[config.mk]
export PLATFORM = sky130hd
export DESIGN_NAME = mbr_partition_table_parser_unit
export DESIGN_NICKNAME = d
export VERILOG_FILES = /design/src/rtl/mbrp_pkg.sv /design/src/rtl/mbr_partition_table_parser_unit.sv /design/src/rtl/mbrp_entry_store.sv /design/src/rtl/mbrp_slot_check.sv
export SDC_FILE = /design/constraint.sdc
export NUM_CORES = 1
export LEC_CHECK = 0
export ABC_CLOCK_PERIOD_IN_PS = 8600
export BUFFER_PORTS_ARGS = -buffer_cell sky130_fd_sc_hd__buf_2
export CORE_UTILIZATION = 40
export DETAILED_ROUTE_END_ITERATION = 8
export PLACE_DENSITY = 0.64
export SLEW_MARGIN = 30
export SYNTH_ARGS = -nofsm -noshare
export SYNTH_HDL_FRONTEND = slang
export SYNTH_SLANG_ARGS = --single-unit
[constraint.sdc]
create_clock -name clk -period 8.6 [get_ports clk]
set_clock_uncertainty 0.05 [all_clocks]
set_input_delay 0.43 -clock clk [delete_from_list [all_inputs] [get_ports clk]]
set_output_delay 0.43 -clock clk [all_outputs]
set_load 0.005 [all_outputs]
[src/rtl/mbrp_pkg.sv]
// Shared types, layout offsets and codes for the partition table parser.
// Depends on nothing; every other file in rtl/ refers to it by scoped names.
package mbrp_pkg;

    // Table geometry and sector layout.
    localparam int NUM_SLOTS = 4;
    localparam int SLOT_W    = $clog2(NUM_SLOTS);

    localparam logic [8:0]  TABLE_BASE      = 9'd446;
    localparam logic [8:0]  SIG_LOW_OFFSET  = 9'd510;
    localparam logic [8:0]  SIG_HIGH_OFFSET = 9'd511;
    localparam logic [15:0] BOOT_SIGNATURE  = 16'hAA55;
    localparam logic [7:0]  ACTIVE          = 8'h80;

    // Reset values of the unix type code registers.
    localparam logic [7:0]  SUNIXOS  = 8'd130;
    localparam logic [7:0]  SUNIXOS2 = 8'd191;

    // Configuration register indexes.
    localparam int CFG_INDEX_W = 2;
    localparam int CFG_DATA_W  = 32;
    localparam logic [CFG_INDEX_W-1:0] CFG_DISK_BLOCKS   = 2'd0;
    localparam logic [CFG_INDEX_W-1:0] CFG_UNIX_PRIMARY  = 2'd1;
    localparam logic [CFG_INDEX_W-1:0] CFG_UNIX_SECONDARY = 2'd2;

    // Input beat: one sector byte.
    typedef struct packed {
        logic [7:0] sector_byte;
        logic       frame_start;
    } in_beat_t;

    // Output beat: one slot result.
    typedef struct packed {
        logic [2:0]  slot_number;
        logic        entry_valid;
        logic [7:0]  system_type;
        logic [30:0] start_block;
        logic [30:0] block_count;
        logic        table_present;
        logic [2:0]  unix_slot;
        logic        label_read_needed;
        logic        last_of_run;
    } out_beat_t;

    // One stored partition entry.
    typedef struct packed {
        logic [7:0]  boot;
        logic [7:0]  sys_type;
        logic [31:0] start;
        logic [31:0] count;
    } entry_t;

    // Status of the byte currently offered to the intake.
    typedef struct packed {
        logic last_byte;
        logic present;
    } intake_t;

    // Verdict of the slot check unit.
    typedef struct packed {
        logic ok;
        logic is_unix;
        logic active;
    } check_t;

endpackage

[src/rtl/mbr_partition_table_parser_unit.sv]
// Partition table parser top level: byte intake, slot sequencer, result register.
// The signature byte starts a run of four slot results, each checked, then presented
// (ST_EVAL, then ST_SEND), with a result held while the output side stalls.
// Throughput: one byte per cycle while the sequencer is idle; no bytes are taken during
// the four passes through the single slot check unit. Depends on mbrp_pkg, mbrp_*.
// Reset (rst_n, async, low) clears offset, signature byte, sequencer and config registers.
module mbr_partition_table_parser_unit (
    input  logic                                clk,
    input  logic                                rst_n,
    input  logic                                in_valid,
    output logic                                in_stall,
    input  mbrp_pkg::in_beat_t                  in_data,
    output logic                                out_valid,
    input  logic                                out_stall,
    output mbrp_pkg::out_beat_t                 out_data,
    input  logic                                cfg_we,
    input  logic [mbrp_pkg::CFG_INDEX_W-1:0]    cfg_index,
    input  logic [mbrp_pkg::CFG_DATA_W-1:0]     cfg_wdata
);

    typedef enum logic [2:0] {
        ST_IDLE = 3'b001,
        ST_EVAL = 3'b010,
        ST_SEND = 3'b100
    } state_t;

    localparam logic [mbrp_pkg::SLOT_W-1:0] LAST_SLOT =
        mbrp_pkg::SLOT_W'(mbrp_pkg::NUM_SLOTS - 1);

    state_t state_reg, state_next;

    logic [mbrp_pkg::SLOT_W-1:0] slot_reg, slot_next;
    logic [2:0]                  uslot_reg, uslot_next;
    logic                        present_reg, present_next;
    mbrp_pkg::out_beat_t         out_reg, out_next;

    logic [31:0] disk_blocks_reg;
    logic [7:0]  unix_primary_reg;
    logic [7:0]  unix_secondary_reg;

    logic                 in_accept;
    logic                 out_accept;
    mbrp_pkg::entry_t     rd_entry;
    mbrp_pkg::intake_t    intake;
    mbrp_pkg::check_t     verdict;
    logic [2:0]           slot_number;
    logic                 is_last;
    logic [2:0]           uslot_upd;

    assign in_stall   = (state_reg != ST_IDLE);
    assign in_accept  = in_valid && !in_stall;
    assign out_valid  = (state_reg == ST_SEND);
    assign out_accept = out_valid && !out_stall;
    assign out_data   = out_reg;

    // Configuration registers.
    always_ff @(posedge clk or negedge rst_n)
    begin
        if (!rst_n)
        begin
            disk_blocks_reg    <= 32'd0;
            unix_primary_reg   <= mbrp_pkg::SUNIXOS;
            unix_secondary_reg <= mbrp_pkg::SUNIXOS2;
        end
        else if (cfg_we)
        begin
            unique case (cfg_index)
                mbrp_pkg::CFG_DISK_BLOCKS:    disk_blocks_reg    <= cfg_wdata;
                mbrp_pkg::CFG_UNIX_PRIMARY:   unix_primary_reg   <= cfg_wdata[7:0];
                mbrp_pkg::CFG_UNIX_SECONDARY: unix_secondary_reg <= cfg_wdata[7:0];
                default:                      ;
            endcase
        end
    end

    mbrp_entry_store u_store (
        .clk      (clk),
        .rst_n    (rst_n),
        .wr_en    (in_accept),
        .in_data  (in_data),
        .rd_idx   (slot_reg),
        .rd_entry (rd_entry),
        .status   (intake)
    );

    mbrp_slot_check u_check (
        .entry          (rd_entry),
        .present        (present_reg),
        .disk_blocks    (disk_blocks_reg),
        .unix_primary   (unix_primary_reg),
        .unix_secondary (unix_secondary_reg),
        .verdict        (verdict)
    );

    // Unix slot choice: first valid unix entry, replaced by a later active one.
    assign slot_number = {1'b0, slot_reg} + 3'd1;
    assign is_last     = (slot_reg == LAST_SLOT);
    assign uslot_upd   = (verdict.ok && verdict.is_unix &&
                          (uslot_reg == 3'd0 || verdict.active)) ? slot_number : uslot_reg;

    // Sequencer: wait for the signature byte, then check and present each slot.
    always_comb
    begin
        state_next   = state_reg;
        slot_next    = slot_reg;
        uslot_next   = uslot_reg;
        present_next = present_reg;
        out_next     = out_reg;
        unique case (state_reg)
            ST_IDLE:
            begin
                if (in_accept && intake.last_byte)
                begin
                    present_next = intake.present;
                    slot_next    = '0;
                    uslot_next   = 3'd0;
                    state_next   = ST_EVAL;
                end
            end
            ST_EVAL:
            begin
                uslot_next                 = uslot_upd;
                out_next.slot_number       = slot_number;
                out_next.entry_valid       = verdict.ok;
                out_next.system_type       = verdict.ok ? rd_entry.sys_type : 8'd0;
                out_next.start_block       = verdict.ok ? rd_entry.start[30:0] : 31'd0;
                out_next.block_count       = verdict.ok ? rd_entry.count[30:0] : 31'd0;
                out_next.table_present     = present_reg;
                out_next.unix_slot         = is_last ? uslot_upd : 3'd0;
                out_next.label_read_needed = is_last && (!present_reg || uslot_upd != 3'd0);
                out_next.last_of_run       = is_last;
                state_next                 = ST_SEND;
            end
            ST_SEND:
            begin
                if (out_accept)
                begin
                    if (is_last)
                    begin
                        state_next = ST_IDLE;
                    end
                    else
                    begin
                        slot_next  = slot_reg + 1'b1;
                        state_next = ST_EVAL;
                    end
                end
            end
            default:
            begin
                state_next = ST_IDLE;
            end
        endcase
    end

    always_ff @(posedge clk or negedge rst_n)
    begin
        if (!rst_n)
        begin
            state_reg   <= ST_IDLE;
            slot_reg    <= '0;
            uslot_reg   <= 3'd0;
            present_reg <= 1'b0;
        end
        else
        begin
            state_reg   <= state_next;
            slot_reg    <= slot_next;
            uslot_reg   <= uslot_next;
            present_reg <= present_next;
        end
    end

    // Result register holds its beat while the output side stalls.
    always_ff @(posedge clk)
    begin
        out_reg <= out_next;
    end

`ifndef SYNTHESIS
    // No byte is taken while a result beat is pending.
    a_stall_while_busy: assert property (@(posedge clk) disable iff (!rst_n)
        out_valid |-> in_stall)
        else $error("input taken while a result is pending");

    // The last-of-run flag appears only on the fourth slot.
    a_last_on_fourth: assert property (@(posedge clk) disable iff (!rst_n)
        (out_valid && out_data.last_of_run) |-> (out_data.slot_number == 3'd4))
        else $error("last_of_run on a slot other than the fourth");

    // After the last beat of a run the block is ready for bytes again.
    a_idle_after_run: assert property (@(posedge clk) disable iff (!rst_n)
        (out_accept && out_data.last_of_run) |=> !in_stall)
        else $error("block did not return to idle after a run");

    // An invalid entry reports zero type, start and count.
    a_invalid_zero: assert property (@(posedge clk) disable iff (!rst_n)
        (out_valid && !out_data.entry_valid) |->
        (out_data.system_type == 8'd0 && out_data.start_block == 31'd0 &&
         out_data.block_count == 31'd0))
        else $error("invalid entry carries nonzero fields");

    // The signature byte starts a run of results; slot one is presented after a pass through ST_EVAL.
    a_run_starts: assert property (@(posedge clk) disable iff (!rst_n)
        (in_accept && intake.last_byte) |=> ##1 (out_valid && out_data.slot_number == 3'd1))
        else $error("run did not start after the signature byte");
`endif

endmodule

[src/rtl/mbrp_entry_store.sv]
// Byte intake: offset counter, partition entry registers and signature byte.
// Depends on mbrp_pkg.
module mbrp_entry_store (
    input  logic                            clk,
    input  logic                            rst_n,
    input  logic                            wr_en,
    input  mbrp_pkg::in_beat_t              in_data,
    input  logic [mbrp_pkg::SLOT_W-1:0]     rd_idx,
    output mbrp_pkg::entry_t                rd_entry,
    output mbrp_pkg::intake_t               status
);

    logic [8:0] offset_reg;
    logic [8:0] offset_next;
    logic [7:0] sig_low_reg;
    logic [7:0] sig_low_next;

    logic [7:0]  boot_reg  [mbrp_pkg::NUM_SLOTS];
    logic [7:0]  type_reg  [mbrp_pkg::NUM_SLOTS];
    logic [31:0] start_reg [mbrp_pkg::NUM_SLOTS];
    logic [31:0] count_reg [mbrp_pkg::NUM_SLOTS];

    logic [8:0]                  cur_off;
    logic [8:0]                  rel;
    logic                        in_table;
    logic [3:0]                  lane_k;
    logic [mbrp_pkg::SLOT_W-1:0] wr_idx;
    logic [4:0]                  bit_pos;

    // A frame start forces this byte to offset zero.
    assign cur_off  = in_data.frame_start ? 9'd0 : offset_reg;
    assign rel      = cur_off - mbrp_pkg::TABLE_BASE;
    assign in_table = (cur_off >= mbrp_pkg::TABLE_BASE) &&
                      (cur_off < mbrp_pkg::SIG_LOW_OFFSET);
    assign lane_k   = rel[3:0];
    assign wr_idx   = rel[5:4];
    assign bit_pos  = {lane_k[1:0], 3'b000};

    // The offset wraps after the signature's high byte.
    assign offset_next  = wr_en ? (cur_off + 9'd1) : offset_reg;
    assign sig_low_next = (wr_en && cur_off == mbrp_pkg::SIG_LOW_OFFSET) ?
                          in_data.sector_byte : sig_low_reg;

    always_ff @(posedge clk or negedge rst_n)
    begin
        if (!rst_n)
        begin
            offset_reg  <= 9'd0;
            sig_low_reg <= 8'd0;
        end
        else
        begin
            offset_reg  <= offset_next;
            sig_low_reg <= sig_low_next;
        end
    end

    // Entry fields are captured byte by byte; boot, type, start and count lanes.
    always_ff @(posedge clk)
    begin
        if (wr_en && in_table)
        begin
            case (lane_k) inside
                4'd0:           boot_reg[wr_idx] <= in_data.sector_byte;
                4'd4:           type_reg[wr_idx] <= in_data.sector_byte;
                [4'd8:4'd11]:   start_reg[wr_idx][bit_pos +: 8] <= in_data.sector_byte;
                [4'd12:4'd15]:  count_reg[wr_idx][bit_pos +: 8] <= in_data.sector_byte;
                default:        ;
            endcase
        end
    end

    // Read port for the slot check sequencer.
    always_comb
    begin
        rd_entry.boot     = boot_reg[rd_idx];
        rd_entry.sys_type = type_reg[rd_idx];
        rd_entry.start    = start_reg[rd_idx];
        rd_entry.count    = count_reg[rd_idx];
    end

    // The signature is judged on the byte at the last offset.
    assign status.last_byte = (cur_off == mbrp_pkg::SIG_HIGH_OFFSET);
    assign status.present   = ({in_data.sector_byte, sig_low_reg} ==
                               mbrp_pkg::BOOT_SIGNATURE);

endmodule

[src/rtl/mbrp_slot_check.sv]
// Shared slot check unit: sanity checks and the 33-bit extent compare.
// Depends on mbrp_pkg; used once per slot by the top-level sequencer.
module mbrp_slot_check (
    input  mbrp_pkg::entry_t  entry,
    input  logic              present,
    input  logic [31:0]       disk_blocks,
    input  logic [7:0]        unix_primary,
    input  logic [7:0]        unix_secondary,
    output mbrp_pkg::check_t  verdict
);

    logic [32:0] extent_end;
    logic        fits;

    // Exact end of the partition, compared against the disk size.
    assign extent_end = {1'b0, entry.start} + {1'b0, entry.count};
    assign fits       = (extent_end <= {1'b0, disk_blocks});

    assign verdict.ok = present &&
                        (entry.sys_type != 8'd0) &&
                        !entry.start[31] &&
                        (entry.count != 32'd0) &&
                        !entry.count[31] &&
                        fits;

    assign verdict.is_unix = (entry.sys_type == unix_primary) ||
                             (entry.sys_type == unix_secondary);
    assign verdict.active  = (entry.boot == mbrp_pkg::ACTIVE);

endmodule

==> qor.csv <==
metric,value,unit
die_y,229,um
ant_nets,0,
setup_viol,0,
drive_gt1_frac,0.219,
dieArea,52300,um2
place_congestion,0.889,
ys_warn_count,0,
reg2reg_from,slot_reg[0]$_DFFE_PN0P_,
grt_max_degree,75,
r2r_end,out_data[3]$_SDFFCE_PN0P_,
placementRows,82,
required,8.87,ns
finalHoldViolations,0,
rrSetupSlack,1.63,ns
yosys.area_share.simple,0.0971,
cts_buffers,49,
htreeDepth,2,
ioPinCount,130,
endpoint,out_data[3]$_SDFFCE_PN0P_,
async_reset_ff_frac,0.156,
reg2regPathDepth,22,
status,"complete, no violations",
drt_iter0_drc,865,
core_area,50500,um2
wl_met2,23.1,mm
powerDensity,203,nW/um2
drt-total-wl,49.0,mm
top_layer,met4,
synth.avg_cell_area,15.4,um2
relSlewSlack,0.357,
antenna_cells,0,
synthTopCellsByCount,"399 x edfxtp_1, 103 x and2_1, 88 x nand2_1",
synthFlopType,edfxtp_1,
wl_met1,22.1,mm
die_w,229,um
synth_top_area_share,0.583,
final_nets,1635,
synth.largest_area_cell,edfxtp_1,
path_class,reg -> reg,
ir_worst_vdd,0.123,mV
p_leak,7.98,nW
routed_via_density,5.41,
netlist_area,20600,um2
wl_per_cell,22.0,um
clock-sinks,473,
crit_path_start_kind,flop,
cp_max_fo,29,
synth_xor_area_frac,0.0187,
synth_mux_area_frac,0.0955,
rsz0062_at_grt,no,
track_usage,0.189,
vias,12000,
initial_core_util,0.407,
finalCritPeriodShare,0.810,
cts_buffer_depth,3,
grt_pass1_vias,12400,
seq_area_frac_synth,0.674,
clk_latency,0.60,ns
grt_overflow_total,0,
startpoint,slot_reg[0]$_DFFE_PN0P_,
yosys-top-cells-area,"edfxtp_1 58%, mux4_2 7.9%, dfrtp_1 7.8%",
dr.pass1.iters,5,
cts_tree,yes,
synthCells,1338,
synth.most_common_cell,edfxtp_1,
syn_nets,1461,
syn_to_final_growth,16.0,%
tightest_slew,0.960,ns
cap_viol_max_count,0,
clock-root-buffer,clkbuf_16,
path_clk_slew,0.06,ns
drcViolationCount,0,
setup_tns,0,ns
cp-end-kind,flop,
route.met3.wl,2.23,mm
synth_cell_type_count,65,
hold_path_class,in -> reg,
grt_pass1_wl,74.8,mm
slew_viol_final,0,
port_buffers,129,
antenna_found_initial,0,
synth_edf_count,399,
synth_top_family_by_area,simple AND/OR/NAND/NOR gates,
fin_crit,6.97,ns
postLayoutCoreUtil,0.473,
total_power,4.83,mW
synth_fa_ha_area_frac,0.0460,
dpl.hpwl,34.4,mm
synth-compound-area-share,0.0525,
arrival,7.23,ns
fmaxAchievable,0.144,GHz
ys_ff_latch,473,
[cells in the final DEF (no fill, tap or decap), types with 4 or more instances in the layout]
cell type / n
a211oi_1: 6
clkbuf_1: 7
nand3_1: 25
ha_1: 74
edfxtp_1: 399
and3_1: 8
o21ai_0: 54
clkbuf_16: 50
clkinvlp_4: 5
o21a_1: 5
dfrtp_1: 62
mux2i_1: 6
xor2_1: 8
dlygate4sd3_1: 19
nor2_2: 5
a21o_1: 21
clkinv_1: 12
mux4_2: 72
a21oi_1: 49
inv_1: 50
nand4_1: 16
buf_4: 7
nor4b_1: 4
and2_1: 103
nor3_1: 13
nor2_1: 65
clkinv_2: 7
xnor2_1: 36
nand2b_1: 11
dfstp_2: 10
nor2b_1: 6
mux2_2: 25
buf_2: 128
a31oi_1: 6
nor4_1: 15
nand2_1: 88
[worst max-delay path, stage by stage, from the launching register on]
cell	delay [ns]
dfrtp_4	0.67
buf_12	0.30
mux4_2	0.57
ha_1	0.23
inv_1	0.07
fa_1	0.21
nor2b_1	0.07
o31a_1	0.28
o41a_1	0.36
a31oi_1	0.36
o21ai_0	0.35
a2111oi_0	0.45
nor3_1	0.13
xor2_1	0.17
ha_1	0.32
nand4_1	0.08
or2_2	0.29
nor3_1	0.32
a41o_1	0.23
a211oi_1	0.11
a2111oi_4	0.69
mux2i_1	0.29
nor2_1	0.07
[kinds of logic (layout without fill, tap and decap cells)]
kind of cell | Yosys count | after routing
compound gates | 174 | 174
xor+xnor | 44 | 44
fa+ha+maj | 75 | 75
buf+inv | 86 | 301
flops | 473 | 473
mux | 103 | 103
simple gates | 383 | 383
[stage by stage]
step	std cells	hold WS, ns	instance area [um2]	worst slack [ns]
floorplan	1338	0.0844	20600	2.32
global placement	2112	0.254	22000	1.23
detailed placement	2112	0.257	22000	1.11
CTS	2223	0.00188	23800	1.10
global route	2225	0.0307	23900	1.25
finish	2225	0.0207	23900	1.63
[worst min path at each step]
stage | cells past startpoint | start | endpoint | slack, ns
global placement | 1 | rst_n | u_store.offset_reg[6]$_DFFE_PN0P_ | 0.25
detailed placement | 1 | rst_n | u_store.offset_reg[6]$_DFFE_PN0P_ | 0.26
CTS | 3 | cfg_wdata[16] | disk_blocks_reg[16]$_DFFE_PN0P_ | 0.002
global route | 3 | cfg_wdata[16] | disk_blocks_reg[16]$_DFFE_PN0P_ | 0.03
finish | 3 | cfg_wdata[30] | disk_blocks_reg[30]$_DFFE_PN0P_ | 0.02
floorplan | 0 | rst_n | disk_blocks_reg[0]$_DFFE_PN0P_ | 0.08
[layout make-up]
cell class	instances	area [um2]
Fill cell	4373	26600
Sequential cell	473	13900
Multi-Input combinational cell	779	6430
Clock buffer	57	1280
Timing Repair Buffer	159	966
Tap cell	672	841
Clock inverter	35	300
Inverter	50	188
[metal layers]
layer / vias to the layer above / track usage
met1: 6135 / 0.261
met3: 98 / 0.0266
li1: 5450 / -
met5: - / 0
met2: 347 / 0.305
met4: 0 / 0.0717
[what timing repair did]
action,4_1_cts,5_1_grt
buffers inserted,0,0
hold buffers,19,0
resized for setup,0,0
hold endpoints to repair,32,0
[report_power, final]
group	internal (mW)	switching (mW)	total, mW
combinational	0.0829	0.131	0.214
sequential	2.53	0.0200	2.55
clock	1.17	0.900	2.07
total	3.78	1.05	4.83
Note: power is estimated with default switching activity, not from simulation.
